### config.mk
export PLATFORM = sky130hd
export DESIGN_NAME = segrect_edge
export DESIGN_NICKNAME = d
export VERILOG_FILES = /design/src/rtl/segrect_pkg.sv /design/src/rtl/segrect_edge.sv
export SDC_FILE = /design/constraint.sdc
export NUM_CORES = 2
export LEC_CHECK = 0
export ABC_AREA = 1
export CAP_MARGIN = 20
export CORE_MARGIN = 2
export CORE_UTILIZATION = 35
export DETAILED_ROUTE_END_ITERATION = 7
export DONT_BUFFER_PORTS = 1
export PLACE_DENSITY_LB_ADDON = 0.2
export SYNTH_ARGS = -nofsm -noshare
export SYNTH_HDL_FRONTEND = slang
export SYNTH_SLANG_ARGS = --single-unit
export TNS_END_PERCENT = 20
### constraint.sdc
create_clock -name clk -period 6.1 [get_ports clk]
set_input_delay 0.915 -clock clk [delete_from_list [all_inputs] [get_ports clk]]
set_output_delay 0.915 -clock clk [all_outputs]
set_load 0.005 [all_outputs]
### src/rtl/segrect_pkg.sv
// Shared widths, field offsets, pipeline types and helpers of the segment-rectangle hit test.
package segrect_pkg;

	// Coordinate width (Q12.4 at 16 bits).
	localparam int CW = 16;
	// Coordinate plus one guard bit: sums, differences and far edges.
	localparam int DW = CW + 1;
	// Edge offset and start difference after a possible negation.
	localparam int EW = CW + 2;
	// Size field width (width and height are non-negative).
	localparam int SW = CW - 1;
	// Cross product width and the width of their sum.
	localparam int PW = EW + CW + 1;
	localparam int MW = PW + 1;
	// Rectangle span times segment extent.
	localparam int LW = SW + CW;

	// Input word layout, lowest field first.
	localparam int OFS_X0 = 0;
	localparam int OFS_Y0 = OFS_X0 + CW;
	localparam int OFS_X1 = OFS_Y0 + CW;
	localparam int OFS_Y1 = OFS_X1 + CW;
	localparam int OFS_L  = OFS_Y1 + CW;
	localparam int OFS_T  = OFS_L + CW;
	localparam int OFS_W  = OFS_T + CW;
	localparam int OFS_H  = OFS_W + SW;
	localparam int IN_BITS = OFS_H + SW;
	localparam int IN_TDATA_W = ((IN_BITS + 7) / 8) * 8;
	localparam int OUT_TDATA_W = 8;

	// Registered first stage: raw fields plus far edges and segment extents.
	typedef struct packed {
		logic signed [CW-1:0] x0;
		logic signed [CW-1:0] y0;
		logic signed [CW-1:0] x1;
		logic signed [CW-1:0] y1;
		logic signed [CW-1:0] l;
		logic signed [CW-1:0] t;
		logic [SW-1:0]        w;
		logic [SW-1:0]        h;
		logic signed [DW-1:0] r;
		logic signed [DW-1:0] b;
		logic signed [DW-1:0] dx;
		logic signed [DW-1:0] dy;
	} front_t;

	// One edge test: segment c = c0 + t*dc, s = s0 + t*ds against c = k, s in [a, a+span].
	typedef struct packed {
		logic signed [DW-1:0] c0;
		logic signed [DW-1:0] dc;
		logic signed [DW-1:0] k;
		logic signed [DW-1:0] s0;
		logic signed [DW-1:0] ds;
		logic signed [DW-1:0] a;
		logic [SW-1:0]        span;
	} edge_in_t;

	// Per-stage load enables of the pipeline.
	typedef struct packed {
		logic en_s2;
		logic en_s3;
		logic en_s4;
	} pipe_ctl_t;

	// Sign extension of a coordinate by one bit.
	function automatic logic signed [DW-1:0] sx(input logic signed [CW-1:0] v);
		return DW'(v);
	endfunction

endpackage

### src/rtl/segrect_edge.sv
// Crossing test of the segment against one rectangle edge, stages two to four.
module segrect_edge (
	input  logic                   clk,
	input  segrect_pkg::pipe_ctl_t ctl,
	input  segrect_pkg::edge_in_t  edge_in,
	output logic                   hit_s4
);
	import segrect_pkg::*;

	logic                 skip_s2;
	logic signed [EW-1:0] n_s2;
	logic [CW-1:0]        d_s2;
	logic signed [EW-1:0] diff_s2;
	logic signed [DW-1:0] ds_s2;
	logic [SW-1:0]        span_s2;

	logic                 ok_s3;
	logic signed [PW-1:0] p1_s3;
	logic signed [PW-1:0] p2_s3;
	logic [LW-1:0]        lim_s3;

	logic signed [MW-1:0] m;

	// Stage two: orient the crossing so the segment extent is non-negative.
	always_ff @(posedge clk) begin
		if (ctl.en_s2) begin
			skip_s2 <= (edge_in.dc == '0) || (edge_in.span == '0);
			if (edge_in.dc[DW-1]) begin
				n_s2 <= EW'(edge_in.c0) - EW'(edge_in.k);
				d_s2 <= CW'(-edge_in.dc);
			end else begin
				n_s2 <= EW'(edge_in.k) - EW'(edge_in.c0);
				d_s2 <= CW'(edge_in.dc);
			end
			diff_s2 <= EW'(edge_in.s0) - EW'(edge_in.a);
			ds_s2   <= edge_in.ds;
			span_s2 <= edge_in.span;
		end
	end

	// Stage three: t range check, the two cross products and the span limit product.
	always_ff @(posedge clk) begin
		if (ctl.en_s3) begin
			ok_s3  <= !skip_s2 && !n_s2[EW-1] && (n_s2 <= $signed(EW'(d_s2)));
			p1_s3  <= PW'(diff_s2) * PW'($signed({1'b0, d_s2}));
			p2_s3  <= PW'(n_s2) * PW'(ds_s2);
			lim_s3 <= LW'(span_s2) * LW'(d_s2);
		end
	end

	// Stage four: u range check, 0 <= m <= span*d.
	assign m = MW'(p1_s3) + MW'(p2_s3);

	always_ff @(posedge clk) begin
		if (ctl.en_s4) begin
			hit_s4 <= ok_s3 && !m[MW-1] && (m <= $signed(MW'(lim_s3)));
		end
	end

endmodule

Word-level counts from Yosys, hierarchy flattened
Index checks and enable logic that the tools add are counted.
Operators by class
  multiply operators: 3
  reductions and logical operators: 10
  muxes and demuxes: 2
  add/sub/neg operators: 5
  order comparisons: 2
Operators with widths (number)
  $mul 18x17->35: 2
  $sub 17x17->18: 3
  $add 35x35->36: 1
  $le 36x32->1: 1
  $mul 15x16->31: 1
  $le 18x17->1: 1
  $mux 18: 1
  $logic_not 17->1: 1
  $mux 16: 1
  $neg 16->16: 1
  $logic_not 15->1: 1
  $logic_and 1x1->1: 4
  $logic_not 1->1: 3
  $logic_or 1x1->1: 1
Storage, ports and cells
  word-level logic and storage cells: 33
  register bits: 188
  output and inout bits: 1
  input bits: 121

Depth between registers and ports, before layout
  depth after elaboration: 4
  depth in mapped cells: 28

Worst setup path after synthesis
No wires, ideal clock.
  path kind: flip-flop to flip-flop
  from: register diff_s2[17]
  to: register p1_s3[34] (data pin)
  buffers on the path: 2
  period minus slack after synthesis: 5.729 ns
  arrival time: 5.477 ns
  cell stages (with the launch flop): 24
  slack: 0.371 ns
  cell sequence: edfxtp_1 clkbuf_1 clkbuf_1 nand2_1 inv_1 fa_1 fa_1 fa_1 fa_1 fa_1 inv_1 fa_1 inv_1 ha_1 a21oi_1 inv_1 a31oi_1 o21ai_0 nand2_1 nand2_1 a31oi_1 inv_1 nand2_1 nand2_1
Between the ends
  longest elaborated chain between the ends: 1
RTL lines
  start: declaration: line segrect_edge.sv:13  | logic signed [EW-1:0] diff_s2;
  start signal: assignment: line segrect_edge.sv:35  | diff_s2 <= EW'(edge_in.s0) - EW'(edge_in.a);
  $mul 18x17->35: line segrect_edge.sv:45  | p1_s3 <= PW'(diff_s2) * PW'($signed({1'b0, d_s2}));
  end signal: assignment: line segrect_edge.sv:45
  end: declaration: line segrect_edge.sv:18  | logic signed [PW-1:0] p1_s3;
No other way between the ends.
A chain may end at the register's enable or synchronous reset.

Worst setup path in the final report
  from: register ds_s2[2]
  to: register p2_s3[31] (data pin)
Between the ends
  longest elaborated chain between the ends: 1
RTL lines
  start: declaration: line segrect_edge.sv:14  | logic signed [DW-1:0] ds_s2;
  start signal: assignment: line segrect_edge.sv:36  | ds_s2 <= edge_in.ds;
  $mul 18x17->35: line segrect_edge.sv:46  | p2_s3 <= PW'(n_s2) * PW'(ds_s2);
  end signal: assignment: line segrect_edge.sv:46
  end: declaration: line segrect_edge.sv:19  | logic signed [PW-1:0] p2_s3;
No other way between the ends.

==> flow_summary_export.csv <==
group,metric,value,unit
status,run_status,"complete, no violations",
grt,grt_max_degree,103,
critical_path,worst-setup-path-type,"flip-flop to flip-flop",
logic_synthesis,synth_seq_area_share,13.0,%
critical_path,reg2reg_slack,0.23,ns
clock_network,cts_tree,"built",
timing,fin_crit,5.87,ns
critical_path,cp_max_fo,16,
logic_synthesis,ys_warn_count,0,
routing,totalWireLength,114000,um
hold_path,whs_endpoint,"ds_s2[3]",
routing,dr.first_iter.drc_count,1671,
grt,grt_use_total,19.0,%
layout,layout.cells.non_filler,6975,
routing,vias,32213,
routing,via_per_inst,4.62,
critical_path,start_kind,"flip-flop",
routing,wl_per_cell,16.4,um
logic_synthesis,synth.distinct_cells,50,
critical_path,endpoint_kind,"flip-flop",
hold_path,hold_path_depth,0,
die,die_width,356,um
hold_path,hold_class,"input pin to flip-flop",
critical_path,r2r_cells,20,
clock_network,clock_path_buffers,2,
die,fp.coreArea,0.123,mm2
timing,grt_setup_unrepaired,"yes",
hold_path,hp-start,"edge_in[35]",
clock_network,clock_latency,0.53,ns
timing,layout_worst_path_cycle_share,96.3,%
critical_path,critPathRequiredTime,6.37,ns
logic_synthesis,synth_edf_count,188,
place,io_buffers,0,
critical_path,regToRegStartpoint,"ds_s2[2]",
layout,layout-drive-gt1-share,5.64,%
timing,skew,0.0188,ns
logic_synthesis,async_reset_ff_share,0,%
grt,antenna_found_initial,0,
logic_synthesis,syn_inst,5310,
timing,fmax,0.170,GHz
timing,tightest_slew,0.748,ns
clock_network,root_buffer,"clkbuf_16",
die,start_util,35.1,%
routing,drtPass1Iterations,5,
grt,first_global_vias,34493,
place,place_inst,6911,
timing,hold_violations,0,
run,maxCapViolations,0,
clock_network,clkTransAtPathRegs,0.09,ns
critical_path,reg2reg_to,"p2_s3[31]",
die,rows,129,
place,dp_hpwl,98700,um
logic_synthesis,synth.avg_cell_area,8.16,um2
grt,overflow,0,
place,place.gp.congestion,0.877,
critical_path,crit_arrival,6.14,ns
logic_synthesis,ys_seq_elements,188,
die,dieArea,0.127,mm2
clock_network,cts.sinks,188,
grt,grt_pass1_wl,188000,um
layout,diodes,0,
logic_synthesis,synth_ff_type,"edfxtp_1",
timing,drv_slew,0,
logic_synthesis,synth_area,0.0433,mm2
die,pin_count,122,
layout,nets,6640,
clock_network,numCtsBuffers,17,
timing,setup_viol,0,
timing,relSlewSlack,50.1,%
layout,area_growth,8.95,%
routing,ant_nets,0,
routing,drc,0,
clock_network,cts-htree-levels,4,
clock_network,hold_buffers,0,
die,die_h,356,um
logic_synthesis,syn-num-nets,6624,
[placed cells by master (no fill, tap or decap), drive strengths merged]
cell	instances
and2	2
clkbuf	17
or2	6
and3	1
a21oi	196
a211oi	7
a221oi	4
inv	1553
clkinvlp	5
xnor2	62
fa	788
o21a	9
o22ai	2
nand3	71
o2111ai	3
o21bai	23
a21boi	7
nand4	23
o31ai	4
xor2	107
mux2i	3
buf	204
o211ai	11
o21ai	106
nand3b	2
nor3b	2
nor2	191
clkinv	2
nor3	32
nand2	1243
o221ai	3
nor4	8
ha	405
a31oi	14
a21o	33
edfxtp	188
o211a	1
[worst max path at each step]
stage / start / to / slack [ns] / depth (start not counted)
2_1_floorplan: diff_s2[17] / p1_s3[34] / 0.37 / 23
5_1_grt: d_s2[5] / p1_s3[33] / -0.04 / 23
6_report: ds_s2[2] / p2_s3[31] / 0.23 / 20
3_3_place_gp: n_s2[13] / p2_s3[29] / 0.04 / 21
4_1_cts: n_s2[13] / p2_s3[29] / 0.02 / 21
3_5_place_dp: n_s2[13] / p2_s3[29] / 0.06 / 21
[cells by family after synthesis]
| family | Yosys count | share of synthesized area [%] |
|---|---|---|
| adder cells (fa/ha/maj) | 1193 | 48.1 |
| buffers and inverters | 1753 | 15.2 |
| AO/OA/AOI/OAI | 423 | 5.74 |
| flip-flops | 188 | 13.0 |
| AND/OR/NAND/NOR | 1581 | 14.5 |
| multiplexers | 3 | 0.0693 |
| XOR/XNOR | 169 | 3.42 |
[registers in the layout (all words and copies together) (netlist names)]
register	cells
p1_s3	35
p2_s3	35
lim_s3	31
diff_s2	18
n_s2	18
ds_s2	17
d_s2	16
span_s2	15
hit_s4	1
ok_s3	1
skip_s2	1
[stage by stage]
step                      cell area, um2  TNS, ns  util (%)  worst slack [ns]  hold slack, ns
final                              47200        0      38.3             0.228           0.472
after detailed placement           46200        0      37.5            0.0605           0.623
after global routing               47200   -0.137      38.3           -0.0354           0.436
after global placement             46200        0      37.5            0.0417           0.608
after floorplan                    43300        0         -             0.371           0.501
after CTS                          46700        0      37.9            0.0174           0.421
[final cells by class]
type / instances / area [um2]
inverter: 1546 / 5800
tap: 1637 / 2050
clock buffer: 17 / 425
fill: 12885 / 76100
timing repair buffer: 204 / 1980
clock inverter: 14 / 129
multi-input combinational: 3369 / 31200
sequential: 188 / 5650
[cells in the mapped netlist (33+ instances only)]
library cell  instances  share of area [%]
a21o_1               33               0.57
a21oi_1             189                2.2
clkbuf_1            202                1.7
edfxtp_1            188                 13
fa_1                788                 36
ha_1                405                 12
inv_1              1544                 13
nand2_1            1235                 11
nand3_1              68               0.79
nor2_1              186                1.6
o21ai_0              88                1.0
xnor2_1              62                1.3
xor2_1              107                2.2
[worst max-delay path, stage by stage, from the launching register on]
cell      delay, ns
edfxtp_1       0.52
buf_8          0.22
nand2_1        0.10
fa_1           0.53
fa_1           0.48
fa_1           0.54
inv_1          0.05
fa_1           0.52
fa_1           0.50
inv_1          0.05
fa_1           0.49
inv_1          0.04
ha_1           0.32
a21o_1         0.21
inv_1          0.05
o21ai_0        0.10
a21oi_1        0.23
nor2_1         0.07
a211oi_1       0.26
o21ai_1        0.16
xor2_1         0.16
[per-layer routing]
layer	wire length, um	track usage (%)	vias up
met3	4500	2.02	60
met4	1410	3.49	0
met1	52800	26.0	16067
met2	55500	32.6	561
met5	0	0	-
li1	-	-	15525
[timing repair]
item                       in CTS  in global routing
setup endpoints to repair       0                 31
setup buffers                   0                 33
hold endpoints to repair        0                  0
resized for setup               0                 26
Power is not shown: default switching activity piles up to over one toggle a cycle in this logic, so the estimate is an artifact.
