`config.mk`:
```
export PLATFORM = sky130hd
export DESIGN_NAME = segrect_front
export DESIGN_NICKNAME = d
export VERILOG_FILES = /design/src/rtl/segrect_pkg.sv /design/src/rtl/segrect_front.sv
export SDC_FILE = /design/constraint.sdc
export NUM_CORES = 1
export LEC_CHECK = 0
export ABC_AREA = 1
export BUFFER_PORTS_ARGS = -buffer_cell sky130_fd_sc_hd__buf_2
export CAP_MARGIN = 20
export CORE_AREA = 2 2 141 143
export DETAILED_ROUTE_END_ITERATION = 10
export DIE_AREA = 0 0 143 145
export GPL_ROUTABILITY_DRIVEN = 0
export GPL_TIMING_DRIVEN = 0
export PLACE_DENSITY = 0.8
export SETUP_SLACK_MARGIN = 0.15
export SYNTH_ARGS = -nofsm -noshare
export SYNTH_HDL_FRONTEND = slang
export SYNTH_SLANG_ARGS = --single-unit
```
`constraint.sdc`:
```
create_clock -name clk -period 2.2 [get_ports clk]
set_clock_uncertainty 0.05 [all_clocks]
set_input_delay 0.22 -clock clk [delete_from_list [all_inputs] [get_ports clk]]
set_output_delay 0.22 -clock clk [all_outputs]
set_load 0.005 [all_outputs]
```
`src/rtl/segrect_pkg.sv`:
```
// Shared widths, field offsets, pipeline types and helpers of the segment-rectangle hit test.
package segrect_pkg;

	// Coordinate width (Q12.4 at 16 bits).
	localparam int CW = 16;
	// Coordinate plus one guard bit: sums, differences and far edges.
	localparam int DW = CW + 1;
	// Edge offset and start difference after a possible negation.
	localparam int EW = CW + 2;
	// Size field width (width and height are non-negative).
	localparam int SW = CW - 1;
	// Cross product width and the width of their sum.
	localparam int PW = EW + CW + 1;
	localparam int MW = PW + 1;
	// Rectangle span times segment extent.
	localparam int LW = SW + CW;

	// Input word layout, lowest field first.
	localparam int OFS_X0 = 0;
	localparam int OFS_Y0 = OFS_X0 + CW;
	localparam int OFS_X1 = OFS_Y0 + CW;
	localparam int OFS_Y1 = OFS_X1 + CW;
	localparam int OFS_L  = OFS_Y1 + CW;
	localparam int OFS_T  = OFS_L + CW;
	localparam int OFS_W  = OFS_T + CW;
	localparam int OFS_H  = OFS_W + SW;
	localparam int IN_BITS = OFS_H + SW;
	localparam int IN_TDATA_W = ((IN_BITS + 7) / 8) * 8;
	localparam int OUT_TDATA_W = 8;

	// Registered first stage: raw fields plus far edges and segment extents.
	typedef struct packed {
		logic signed [CW-1:0] x0;
		logic signed [CW-1:0] y0;
		logic signed [CW-1:0] x1;
		logic signed [CW-1:0] y1;
		logic signed [CW-1:0] l;
		logic signed [CW-1:0] t;
		logic [SW-1:0]        w;
		logic [SW-1:0]        h;
		logic signed [DW-1:0] r;
		logic signed [DW-1:0] b;
		logic signed [DW-1:0] dx;
		logic signed [DW-1:0] dy;
	} front_t;

	// One edge test: segment c = c0 + t*dc, s = s0 + t*ds against c = k, s in [a, a+span].
	typedef struct packed {
		logic signed [DW-1:0] c0;
		logic signed [DW-1:0] dc;
		logic signed [DW-1:0] k;
		logic signed [DW-1:0] s0;
		logic signed [DW-1:0] ds;
		logic signed [DW-1:0] a;
		logic [SW-1:0]        span;
	} edge_in_t;

	// Per-stage load enables of the pipeline.
	typedef struct packed {
		logic en_s2;
		logic en_s3;
		logic en_s4;
	} pipe_ctl_t;

	// Sign extension of a coordinate by one bit.
	function automatic logic signed [DW-1:0] sx(input logic signed [CW-1:0] v);
		return DW'(v);
	endfunction

endpackage

```
`src/rtl/segrect_front.sv`:
```
// First pipeline stage: unpacks the input word and forms far edges and segment extents.
module segrect_front (
	input  logic                                clk,
	input  logic                                en_s1,
	input  logic [segrect_pkg::IN_TDATA_W-1:0]  s_tdata,
	output segrect_pkg::front_t                 front_s1
);
	import segrect_pkg::*;

	logic signed [CW-1:0] x0, y0, x1, y1, l, t;
	logic [SW-1:0]        w, h;

	// Field extraction from the input word.
	assign x0 = $signed(s_tdata[OFS_X0 +: CW]);
	assign y0 = $signed(s_tdata[OFS_Y0 +: CW]);
	assign x1 = $signed(s_tdata[OFS_X1 +: CW]);
	assign y1 = $signed(s_tdata[OFS_Y1 +: CW]);
	assign l  = $signed(s_tdata[OFS_L +: CW]);
	assign t  = $signed(s_tdata[OFS_T +: CW]);
	assign w  = s_tdata[OFS_W +: SW];
	assign h  = s_tdata[OFS_H +: SW];

	// Payload register; one add per derived value.
	always_ff @(posedge clk) begin
		if (en_s1) begin
			front_s1.x0 <= x0;
			front_s1.y0 <= y0;
			front_s1.x1 <= x1;
			front_s1.y1 <= y1;
			front_s1.l  <= l;
			front_s1.t  <= t;
			front_s1.w  <= w;
			front_s1.h  <= h;
			front_s1.r  <= sx(l) + $signed(DW'(w));
			front_s1.b  <= sx(t) + $signed(DW'(h));
			front_s1.dx <= sx(x1) - sx(x0);
			front_s1.dy <= sx(y1) - sx(y0);
		end
	end

endmodule

```
Word-level counts from Yosys, hierarchy flattened

Cells that the tools add are included.

Order comparisons: 0
Div/mod/pow operators: 0
Muxes and demuxes: 0
Equal/unequal tests: 0
Bitwise gates (word level): 0
Add/sub/neg operators: 4
Multipliers: 0
Reductions and logical operators: 0
Shift operators: 0

Operators with widths:

| kind           | number |
|---|---|
| $add 16x16->17 | 2 |
| $sub 16x16->17 | 2 |

Memories: 0
ROM bits: 0
Word-level logic and storage cells: 16
Register bits: 194
Latch bits: 0
Output and inout port bits: 194
Bits in writable memories: 0
Input port bits: 130

Logic depth before layout (Yosys ltp)

Word-level depth: 1
Depth in mapped cells: 12

Worst setup path after synthesis

No wires, ideal clock.

Path type: input port to flip-flop
From: input s_tdata[48] (netlist name)
To: register front_s1[14] (netlist name), data pin
Slack: 0.545 ns
Arrival: 1.353 ns
Cell stages on the path: 11
Library setup time: 0.252 ns
Data required time: 1.898 ns
Path buffers: 0
Cells stage by stage: inv_1 -> ha_1 -> fa_1 -> inv_1 -> nand2_1 -> nand2_1 -> nand3_1 -> nand2_1 -> nand2_1 -> nand3_1 -> nand2_1

Longest elaborated chain between the ends: 1

RTL lines:

| element            | RTL line            | RTL |
|---|---|---|
| start: declaration | segrect_front.sv:5  | `input logic [segrect_pkg::IN_TDATA_W-1:0] s_tdata,` |
| $sub 16x16->17     | segrect_front.sv:37 | `front_s1.dy <= sx(y1) - sx(y0);` |
| end: declaration   | segrect_front.sv:6  | `output segrect_pkg::front_t front_s1` |

No other way between the ends.
A chain may end at the register's enable or synchronous reset.

Final worst setup path

From: input s_tdata[7] (netlist name)
To: register front_s1[25] (netlist name), data pin

Longest elaborated chain between the ends: 1

RTL lines:

| element        | RTL line            | RTL |
|---|---|---|
| $sub 16x16->17 | segrect_front.sv:36 | `front_s1.dx <= sx(x1) - sx(x0);` |

No other way between the ends.

==> qor.log <==
qor: yosys.synth_compound_gate_area_share 2.12%
qor: yosys.synth-adder-area-share 8.84%
qor: placement.placed_cell_area 11700 um^2
qor: floorplan.fp.coreArea 19200 um^2
qor: pwr.pwr_density_cell 708 nW/um^2
qor: critical_path.critical_path.endpoint_type flop
qor: critical_path.worst_setup_path_start_kind primary input
qor: global_routing.number_of_antenna_violations_at_the_first_check_in_global_routing 0
qor: sta.slew_headroom 55.3%
qor: cells_and_area.postLayoutCoreUtil 70.4%
qor: outcome.run_status finished, final reports clean
qor: yosys.yosysWarnings 0
qor: critical_path.timing.critical_path.slowest_stage_cell sky130_fd_sc_hd__dlygate4sd3_1
qor: cells_and_area.layout.filler_cells 1310
qor: global_routing.pin_count_of_the_biggest_net_entering_global_routing 125
qor: clock_network.cts_buffers 17
qor: cells_and_area.postLayoutCellArea 13500 um^2
qor: route.ant_nets 0
qor: min_path.min-delay-path-class primary input to flop
qor: cells_and_area.drive_above_1_share 25.1%
qor: global_routing.grt_pass1_vias 8464
qor: yosys.postSynthRegisterBits 194
qor: floorplan.num_rows 51
qor: flow_run.drv.max_cap_violation_count 0
qor: placement.hpwl_detailed 17800 um
qor: global_routing.grt_pass1_wl 41200 um
qor: cells_and_area.finish.net_count 1644
qor: sta.maxClockFrequency 0.506 GHz
qor: clock_network.tritoncts_num_sinks 194
qor: yosys.syn_nets 1176
qor: yosys.post_synth_mux_area_share 0%
qor: route.via_per_inst 4.90
qor: clock_network.clock_tree.htree_level_count 4
qor: sta.drv_slew 0
qor: placement.io_buffer_count 321
qor: clock_network.cts_root_buffer sky130_fd_sc_hd__clkbuf_16
qor: route.route.vias.total 8456
qor: global_routing.global_route.usage.total 25.4%
qor: floorplan.ioPinCount 324
qor: yosys.synthDistinctLibCells 17
qor: critical_path.timing.critical_path.cells dlygate4sd3_1 -> buf_2 -> inv_1 -> ha_1 -> nand2_1 -> inv_1 -> a21oi_1 -> nand2_2 -> buf_4 -> xor2_1
qor: yosys.synth.yosys.seq_area_share 60.1%
qor: yosys.syn-instance-count 980
qor: cells_and_area.area_growth_syn_to_layout 39.6%
qor: floorplan.die_width 143 um
qor: critical_path.crit_start s_tdata[7]
qor: yosys.synth.avg_cell_area 9.88 um^2
qor: yosys.synth-xor-area-share 2.53%
qor: global_routing.grt_overflow 0
qor: cells_and_area.largest-register front_s1
qor: cells_and_area.largest_registers_in_the_final_layout front_s1 (194)
qor: route.number_of_remaining_drc_errors 0
qor: route.number_of_iterations_in_the_first_detailed_routing_pass 5
qor: yosys.syn_area 9690 um^2
qor: min_path.hold_depth 2
qor: yosys.simple_gate_portion_of_the_synthesized_area 18.7%
qor: floorplan.floorplan.die_area 20700 um^2
qor: route.iter_0_drt_violations 575
qor: critical_path.worstSetupPathType primary input to flop
qor: critical_path.timing.critical_path.to front_s1[25]
qor: critical_path.worst_path_most_repeated_cell sky130_fd_sc_hd__inv_1
qor: sta.post-route-min-period 1.98 ns
qor: sta.max_slew.worst_pin.slew 0.670 ns
qor: cells_and_area.largest_register_ffs 194
qor: sta.final-hold-violation-count 0
qor: sta.rsz0062_at_grt true
qor: route.wl 26700 um
qor: pwr.vdd_drop_max 499 uV
qor: cells_and_area.antenna_cells 0
qor: sta.final-setup-viol-count 0
qor: critical_path.critPathArrivalTime 2.11 ns
qor: critical_path.crit_path_max_incr_delay 0.53 ns
qor: floorplan.initial_core_util 50.4%
qor: critical_path.critPathMaxFanout 4
qor: critical_path.worst-endpoint-required 2.33 ns
qor: clock_network.cts_tree done
qor: yosys.combinational_family_with_the_most_area_after_synthesis simple AND/OR/NAND/NOR gates
qor: clock_network.cts.clk_slew.worst_paths 0.08 ns
qor: floorplan.dieHeight 145 um
qor: pwr.total_leakage_power 6.87 nW
qor: clock_network.ctsLongestPathBuffers 2
qor: route.post_drt_wl_per_cell 15.5 um
qor: sta.period_share 89.8%
power by group:
group / switching, mW / total [mW] / internal [mW]
Clock: 1.48 / 2.99 / 1.51
Sequential: 0.0999 / 4.63 / 4.53
Combinational: 1.11 / 1.96 / 0.845
Total: 2.69 / 9.58 / 6.88
synthesized netlist by cell type:
cell | instances | share of area [%]
sky130_fd_sc_hd__a21oi_1 | 37 | 1.9
sky130_fd_sc_hd__and2_1 | 1 | 0.065
sky130_fd_sc_hd__edfxtp_1 | 194 | 60
sky130_fd_sc_hd__fa_1 | 4 | 0.83
sky130_fd_sc_hd__ha_1 | 62 | 8.0
sky130_fd_sc_hd__inv_1 | 198 | 7.7
sky130_fd_sc_hd__nand2_1 | 345 | 13
sky130_fd_sc_hd__nand2_2 | 4 | 0.26
sky130_fd_sc_hd__nand3_1 | 42 | 2.2
sky130_fd_sc_hd__nand3b_1 | 3 | 0.23
sky130_fd_sc_hd__nor2_1 | 38 | 1.5
sky130_fd_sc_hd__nor3_1 | 15 | 0.78
sky130_fd_sc_hd__o21ai_0 | 4 | 0.21
sky130_fd_sc_hd__or2_1 | 4 | 0.26
sky130_fd_sc_hd__or2_4 | 1 | 0.090
sky130_fd_sc_hd__xnor2_1 | 7 | 0.63
sky130_fd_sc_hd__xor2_1 | 21 | 1.9
worst min path at each step:
stage,start,to,slack [ns]
4_1_cts,s_tdata[111],front_s1[34],0.02
3_3_place_gp,s_tdata[48],front_s1[130],0.36
3_5_place_dp,s_tdata[21],front_s1[167],0.36
6_report,s_tdata[96],front_s1[51],0.05
5_1_grt,s_tdata[96],front_s1[51],0.03
2_1_floorplan,s_tdata[82],front_s1[100],0.27
kinds of logic after synthesis:
logic type,Yosys count
flops,194
simple gates,453
buf+inv,198
compound gates,41
fa+ha+maj,66
xor+xnor,28
final cells by class:
type                       count  area [um^2]  area share, %
sequential                   194         5830           43.1
multi-input combinational    588         3140           23.2
timing repair buffer         449         2910           21.5
inverter                     198          743           5.50
clock buffer                  17          425           3.15
tap                          265          332           2.45
clock inverter                15          149           1.10
routing by layer:
metal | up-vias | GRT usage [%] | share of wire (%)
met5 | - | 0 | 0
met2 | 436 | 45.3 | 51
li1 | 4076 | - | -
met4 | 0 | 12.4 | 4.3
met1 | 3858 | 27.1 | 36
met3 | 86 | 7.39 | 8.6
through the flow:
stage / setup TNS [ns] / setup slack [ns] / total power [mW] / hold WS (ns) / cells
floorplan: 0 / 0.545 / 5.57 / 0.269 / 980
global route: 0 / 0.119 / 10.0 / 0.0275 / 1726
CTS: 0 / 0.165 / 9.53 / 0.0216 / 1725
finish: 0 / 0.224 / 9.58 / 0.0506 / 1726
detailed placement: 0 / 0.200 / 6.41 / 0.364 / 1567
global placement: -305.84 / -1.59 / 6.37 / 0.362 / 1566
layout by cell type (no fill, tap or decap), drive strengths merged:
cell and count:
buf 323, clkinvlp 1, nor3 15, fa 4, dlygate4sd3 126, clkinv 7
edfxtp 194, ha 62, xor2 21, nand3b 3, inv 205, nand3 42
a21oi 37, nand2 349, o21ai 4, nor2 38, clkbuf 17, and2 1
or2 5, xnor2 7
worst max-delay path, delay by kind of cell:
kind	cells	cell delay (ns)
XOR/XNOR	1	0.13
adder cells (fa/ha/maj)	1	0.35
AND/OR/NAND/NOR	2	0.25
buffers and inverters	5	0.93
AO/OA/AOI/OAI	1	0.22
what timing repair did:
action | in CTS | in global routing
endpoints found under the hold margin | 126 | 0
setup endpoints to repair | 0 | 12
gates resized for setup | 0 | 7
setup buffers | 0 | 1
hold buffers | 126 | 0
No activity file was read; power rests on OpenSTA's default activity.
